<file path="src/hw/rtl/u8v_pkg.sv">
// Types, constants and helpers for the UTF-8 stream validator.
package u8v_pkg;

  localparam int POSITION_BITS = 16;
  localparam int OFFSET_BITS   = 16;

  typedef logic [POSITION_BITS-1:0] pos_t;
  typedef logic [OFFSET_BITS-1:0]   offset_t;

  localparam pos_t    POS_MAX    = {POSITION_BITS{1'b1}};
  localparam offset_t OFFSET_MAX = {OFFSET_BITS{1'b1}};

  // Byte class masks and codes.
  localparam logic [7:0] CONT_MASK  = 8'hc0;
  localparam logic [7:0] CONT_CODE  = 8'h80;
  localparam logic [7:0] LEAD2_MASK = 8'he0;
  localparam logic [7:0] LEAD2_CODE = 8'hc0;
  localparam logic [7:0] LEAD3_MASK = 8'hf0;
  localparam logic [7:0] LEAD3_CODE = 8'he0;
  localparam logic [7:0] LEAD4_MASK = 8'hf8;
  localparam logic [7:0] LEAD4_CODE = 8'hf0;
  localparam logic [7:0] PAIR_MASK  = 8'hfe;

  // Special lead and second-byte values.
  localparam logic [7:0] LEAD_E0    = 8'he0;
  localparam logic [7:0] LEAD_ED    = 8'hed;
  localparam logic [7:0] LEAD_EF    = 8'hef;
  localparam logic [7:0] LEAD_F0    = 8'hf0;
  localparam logic [7:0] LEAD_F4    = 8'hf4;
  localparam logic [7:0] BYTE_BF    = 8'hbf;
  localparam logic [7:0] BYTE_BE    = 8'hbe;
  localparam logic [7:0] BYTE_A0    = 8'ha0;
  localparam logic [7:0] BYTE_8F    = 8'h8f;
  localparam logic [7:0] BYTE_80    = 8'h80;

  typedef struct packed {
    logic [7:0] data_byte;
    logic       last_byte;
  } byte_t;

  typedef struct packed {
    logic    is_valid;
    offset_t error_offset;
  } result_t;

  typedef struct packed {
    logic [1:0] continuation_left;
    logic [7:0] lead_value;
    logic [7:0] second_value;
    pos_t       lead_position;
    pos_t       byte_position;
    logic       error_found;
    pos_t       first_error_position;
  } scan_state_t;

  // Sequence length implied by a lead byte (2, 3 or 4).
  function automatic logic [2:0] seq_length(input logic [7:0] lead);
    if ((lead & LEAD2_MASK) == LEAD2_CODE) return 3'd2;
    if ((lead & LEAD3_MASK) == LEAD3_CODE) return 3'd3;
    return 3'd4;
  endfunction

  // Clamp a position to the width of the reported offset.
  function automatic offset_t sat_offset(input pos_t p);
    if (32'(p) > 32'(OFFSET_MAX)) return OFFSET_MAX;
    return OFFSET_BITS'(p);
  endfunction

endpackage

</file>
<file path="src/hw/rtl/u8v_step.sv">
// Per-byte decision: next scan state and the end-of-string result.
module u8v_step (
  input  u8v_pkg::scan_state_t cur,
  input  u8v_pkg::byte_t       in_byte,
  output u8v_pkg::scan_state_t nxt,
  output u8v_pkg::result_t     result
);
  import u8v_pkg::*;

  logic [7:0] c;
  logic [2:0] index;
  logic       bad;

  assign c = in_byte.data_byte;

  always_comb begin
    nxt    = cur;
    index  = 3'd0;
    bad    = 1'b0;
    result = '0;

    if (!cur.error_found) begin
      if (cur.continuation_left == 2'd0) begin
        nxt.lead_value    = c;
        nxt.second_value  = 8'd0;
        nxt.lead_position = cur.byte_position;
        if (c[7] == 1'b0) begin
          nxt.continuation_left = 2'd0;
        end else if ((c & LEAD2_MASK) == LEAD2_CODE) begin
          if ((c & PAIR_MASK) == LEAD2_CODE) begin
            nxt.error_found          = 1'b1;
            nxt.first_error_position = cur.byte_position;
          end else begin
            nxt.continuation_left = 2'd1;
          end
        end else if ((c & LEAD3_MASK) == LEAD3_CODE) begin
          nxt.continuation_left = 2'd2;
        end else if ((c & LEAD4_MASK) == LEAD4_CODE && c <= LEAD_F4) begin
          nxt.continuation_left = 2'd3;
        end else begin
          nxt.error_found          = 1'b1;
          nxt.first_error_position = cur.byte_position;
        end
      end else begin
        index = seq_length(cur.lead_value) - {1'b0, cur.continuation_left};
        if ((c & CONT_MASK) != CONT_CODE) begin
          bad = 1'b1;
        end else if (index == 3'd1) begin
          nxt.second_value = c;
          if (cur.lead_value == LEAD_E0 && (c & LEAD2_MASK) == BYTE_80) bad = 1'b1;
          if (cur.lead_value == LEAD_ED && (c & LEAD2_MASK) == BYTE_A0) bad = 1'b1;
          if (cur.lead_value == LEAD_F0 && (c & LEAD3_MASK) == BYTE_80) bad = 1'b1;
          if (cur.lead_value == LEAD_F4 && c > BYTE_8F) bad = 1'b1;
        end else if (index == 3'd2) begin
          if (cur.lead_value == LEAD_EF && cur.second_value == BYTE_BF &&
              (c & PAIR_MASK) == BYTE_BE) bad = 1'b1;
        end
        if (bad) begin
          nxt.error_found          = 1'b1;
          nxt.first_error_position = cur.lead_position;
          nxt.continuation_left    = 2'd0;
        end else begin
          nxt.continuation_left = cur.continuation_left - 2'd1;
        end
      end
    end

    if (in_byte.last_byte) begin
      // A sequence still open at the end of the string is truncated.
      if (!nxt.error_found && nxt.continuation_left != 2'd0) begin
        nxt.error_found          = 1'b1;
        nxt.first_error_position = nxt.lead_position;
      end
      result.is_valid     = !nxt.error_found;
      result.error_offset = nxt.error_found ? sat_offset(nxt.first_error_position) : '0;
      nxt = '0;
    end else if (cur.byte_position != POS_MAX) begin
      nxt.byte_position = cur.byte_position + pos_t'(1);
    end
  end

endmodule

</file>
<file path="src/hw/rtl/u8v_result_reg.sv">
// Output register that holds one result until the consumer takes it.
module u8v_result_reg (
  input  logic             clk,
  input  logic             rst,
  input  logic             load,
  input  u8v_pkg::result_t load_data,
  output logic             free,
  output logic             result_valid,
  input  logic             result_ready,
  output u8v_pkg::result_t result_data
);
  import u8v_pkg::*;

  assign free = !result_valid || result_ready;

  always_ff @(posedge clk) begin
    if (rst) begin
      result_valid <= 1'b0;
    end else if (load) begin
      result_valid <= 1'b1;
    end else if (result_ready) begin
      result_valid <= 1'b0;
    end
  end

  always_ff @(posedge clk) begin
    if (load) begin
      result_data <= load_data;
    end
  end

endmodule

</file>
<file path="src/hw/rtl/utf8_stream_validator.sv">
// Top level: streaming UTF-8 well-formedness check, one byte per clock.
// Throughput: one byte per cycle unless stalled, set by the scan state update.
// The result appears in the cycle after the transfer of the final byte.
// A waiting result stalls byte input only until the result register frees up.
// Reset (rst, synchronous, active high) clears the scan state and drops any
// pending result.
module utf8_stream_validator (
  input  logic             clk,
  input  logic             rst,
  input  logic             byte_valid,
  output logic             byte_ready,
  input  u8v_pkg::byte_t   byte_data,
  output logic             result_valid,
  input  logic             result_ready,
  output u8v_pkg::result_t result_data
);
  import u8v_pkg::*;

  scan_state_t scan;
  scan_state_t scan_next;
  result_t     step_result;
  logic        byte_xfer;
  logic        out_free;

  // Accept a byte whenever the result register can take whatever it causes;
  // the register frees up in the same cycle the consumer takes its result.
  assign byte_ready = out_free;
  assign byte_xfer  = byte_valid && byte_ready;

  // Decide the fate of the incoming byte from the current scan state.
  u8v_step u_step (
    .cur     (scan),
    .in_byte (byte_data),
    .nxt     (scan_next),
    .result  (step_result)
  );

  // Advance the scan state only on a transfer; hold it otherwise.
  always_ff @(posedge clk) begin
    if (rst) begin
      scan <= '0;
    end else if (byte_xfer) begin
      scan <= scan_next;
    end
  end

  // Load a result only on the transfer of the final byte of a string.
  u8v_result_reg u_result (
    .clk          (clk),
    .rst          (rst),
    .load         (byte_xfer && byte_data.last_byte),
    .load_data    (step_result),
    .free         (out_free),
    .result_valid (result_valid),
    .result_ready (result_ready),
    .result_data  (result_data)
  );

endmodule

</file>
<file path="config.mk">
export PLATFORM = sky130hd
export DESIGN_NAME = utf8_stream_validator
export DESIGN_NICKNAME = d
export VERILOG_FILES = /design/src/hw/rtl/u8v_pkg.sv /design/src/hw/rtl/u8v_step.sv /design/src/hw/rtl/u8v_result_reg.sv /design/src/hw/rtl/utf8_stream_validator.sv
export SDC_FILE = /design/constraint.sdc
export NUM_CORES = 1
export LEC_CHECK = 0
export ABC_AREA = 1
export BUFFER_PORTS_ARGS = -buffer_cell sky130_fd_sc_hd__buf_2
export CAP_MARGIN = 25
export CORE_MARGIN = 4
export CORE_UTILIZATION = 35
export DETAILED_ROUTE_END_ITERATION = 8
export GPL_TIMING_DRIVEN = 0
export SLEW_MARGIN = 5
export SYNTH_ARGS = -nofsm -noshare
export SYNTH_HDL_FRONTEND = slang
export SYNTH_SLANG_ARGS = --single-unit
</file>
<file path="constraint.sdc">
create_clock -name clk -period 7.6 [get_ports clk]
set_clock_uncertainty 0.15 [all_clocks]
set_input_delay 1.14 -clock clk [delete_from_list [all_inputs] [get_ports clk]]
set_output_delay 1.14 -clock clk [all_outputs]
set_load 0.05 [all_outputs]
</file>
==> results.yml <==
status:
  outcome: "complete, no violations"
placed_design:
  pre_cts_slack_ps: 4040
  place_inst: 984
  io_buffers: 30
  place.gp.congestion: 0.926
  dpl_cell_area_um2: 5400
  dp_hpwl_um: 11600
timing:
  relSlewSlack_pct: 39.5
  worst_pin_slew_ps: 907
  hold_violations: 0
  slew_viol_final: 0
  layout_setup_ws_ps: 4140
  rsz0062_at_grt: "no"
  max_freq_ghz: 0.289
  setup-tns-final_ps: 0
  period_share_pct: 45.5
  min_period_ps: 3460
  finalSetupViolations: 0
clocking:
  cts_resized: 0
  numCtsBuffers: 9
  cts_sinks: 85
  cts_max_level: 3
  cts_tree: "built"
  post_cts_buffers: 0
  clk_path_buf_depth: 2
  clock_latency_ps: 360
  clk_pin_slew_ps: 60
  cts_root_buf: "clkbuf_16"
  postCtsHoldBufs: 0
critical_path:
  slowest_delay_ps: 520
  crit_chain: "nand2_1, nor2_1, inv_1, ha_1, fa_1, inv_1, nand4_1, nor2_1, nand3_1, nand2_1, inv_2, nand2_2, o21ai_1, buf_2, nand2_1, and2_1, nand2_1, a21oi_1"
  worst_path_max_delay_cell: "fa_1"
  worst-path-buf-inv: 4
  critPathKind: "register to register"
  worstPathMaxFanout: 10
  cpLargestDelayFamily: "simple AND/OR/NAND/NOR gates"
  crit_required_ps: 7560
  cp-start-kind: "register"
  cp.arrival_ps: 3420
  end_kind: "register"
  cp_common_cell: "nand2_1"
  rrSetupSlack_ps: 4140
routing:
  wire_per_inst_um: 15.5
  dr.pass1.iters: 5
  drt_iter0_markers: 634
  ant_nets: 0
  vias: 5227
  drc_errors: 0
  vias_per_cell: 5.23
  wl_um: 15500
floorplan:
  initial_utilization_pct: 35.9
  io_pins: 32
  die_h_um: 128
  die_w_um: 128
  std_cell_rows: 43
  die_area_um2: 16300
  coreArea_um2: 14000
power_and_ir_drop:
  clockPowerShare_pct: 42.5
  pwr-share-seq_pct: 40.5
  power.density_nw_per_um2: 209
  switching_share_pct: 28.8
  vdd_drop_max_v: 0.000110
  switching_power_uw: 346
  power.share.combinational_pct: 17.0
  leakagePower_uw: 0.00226
  intPower_uw: 855
cells_and_area:
  diodes: 0
  mostFrequentLayoutCell: "nand2_1"
  area_growth_pct: 14.3
  final_area_um2: 5740
  num-fill-cells: 1520
  final_cell_mix: "nand2_1, a21oi_1, inv_1, nand3_1, dfxtp_1"
  final_cell_count_no_fill: 1000
  fin_nets: 832
  multi_input_area_um2: 2670
  regArea_um2: 1870
  drive_gt1_share_pct: 9.27
yosys:
  seq_area_frac_synth_pct: 37.2
  avgSynthCellArea_um2: 6.49
  synth_edf_count: 17
  netlist_area_um2: 5030
  synth-seq-cells: 85
  synth_ff_type: "dfxtp_1"
  synth_nets: 791
  yosys_warnings: 0
  synthesis.instances: 774
  synth_cell_types: 35
  synthArstFlopShare_pct: 0
global_routing:
  grt_max_degree: 19
  antenna_found_initial: 0
  overflow: 0
  grt_pass1_wl_um: 25100
  grtUsageTotal_pct: 19.3
  grt_pass1_vias: 4892
run:
  drv_cap: 0
worst_hold_path:
  hp-class: "register to register"
[path summary, 6_finish.rpt]
check,endpoint,start,cells past startpoint
worst max-delay path,u_result.result_data[11],scan[64],18
worst min-delay path,scan[44],scan[44],2
worst max register to register,u_result.result_data[11],scan[64],18
worst min register to register,scan[44],scan[44],2
[metal layers]
layer	vias to the layer above	part of all wire (%)	global-route usage, %
li1	2629	-	-
met4	0	2.1	7.30
met2	197	44	30.0
met1	2375	46	26.5
met3	26	7.6	3.96
met5	-	0	0
[sequential cells by signal (all words and copies together) (netlist names)]
| name | count |
|---|---|
| scan | 67 |
| u_result.result_data | 17 |
| u_result.result_valid | 1 |
[synth_stat cells (2+ instances only)]
cell type,n,area [um2]
nand2_1,223,837
a21oi_1,80,400
inv_1,78,293
nand3_1,77,385
dfxtp_1,68,1360
nor2_1,57,214
o21ai_0,48,240
clkbuf_1,25,93.8
edfxtp_1,17,510
and2_1,11,68.8
nand4_1,11,68.8
a211oi_1,8,60.1
buf_2,8,40.0
o21ai_1,8,40.0
a31oi_1,6,37.5
nand2_2,6,37.5
buf_4,5,37.5
inv_2,5,18.8
o21bai_1,5,37.5
nor3_1,4,20.0
o22ai_1,4,25.0
ha_1,3,37.5
nand3b_1,3,22.5
nand2_4,2,22.5
nor2_2,2,12.5
[area by class of cell]
type / instances / share of cell area, %
Buffer: 38 / 2.98
Clock buffer: 10 / 3.99
Tap cell: 180 / 3.92
Clock inverter: 6 / 1.94
Multi-Input combinational cell: 568 / 46.5
Inverter: 83 / 5.42
Timing Repair Buffer: 30 / 2.61
Sequential cell: 85 / 32.6
[worst reg2reg max path, stage by stage (launching register included)]
cell and delay, ps:
dfxtp_1 360, nand2_1 80, nor2_1 230, inv_1 70, ha_1 190, fa_1 520, inv_1 50, nand4_1 60
nor2_1 50, nand3_1 80, nand2_1 60, inv_2 150, nand2_2 160, o21ai_1 280, buf_2 310, nand2_1 70
and2_1 200, nand2_1 70, a21oi_1 60
[per-stage QoR]
stage	hold slack, ps	utilization [%]	power [uW]
after global placement	304	38.6	696
after CTS	320	41.1	1200
after floorplan	295	-	638
after global routing	336	41.1	1250
after detailed placement	310	38.6	697
final	317	41.1	1200
[power groups by stage]
| stage | registers [uW] | logic, uW | clock network [uW] |
|---|---|---|---|
| after floorplan | 513 | 125 | 0 |
| after global placement | 496 | 200 | 0 |
| after detailed placement | 496 | 200 | 0 |
| after CTS | 486 | 201 | 516 |
| after global routing | 488 | 224 | 537 |
| final | 487 | 204 | 510 |
[cell families (layout without fill, tap and decap cells)]
| group | after synthesis | in the layout | share of synthesized area (%) |
|---|---|---|---|
| simple gates | 401 | 401 | 34.6 |
| compound gates | 162 | 162 | 17.2 |
| buf+inv | 121 | 167 | 9.61 |
| flops | 85 | 85 | 37.2 |
| fa+ha+maj | 4 | 4 | 1.15 |
| xor+xnor | 1 | 1 | 0.174 |
Power figures use the tool's default switching activity.
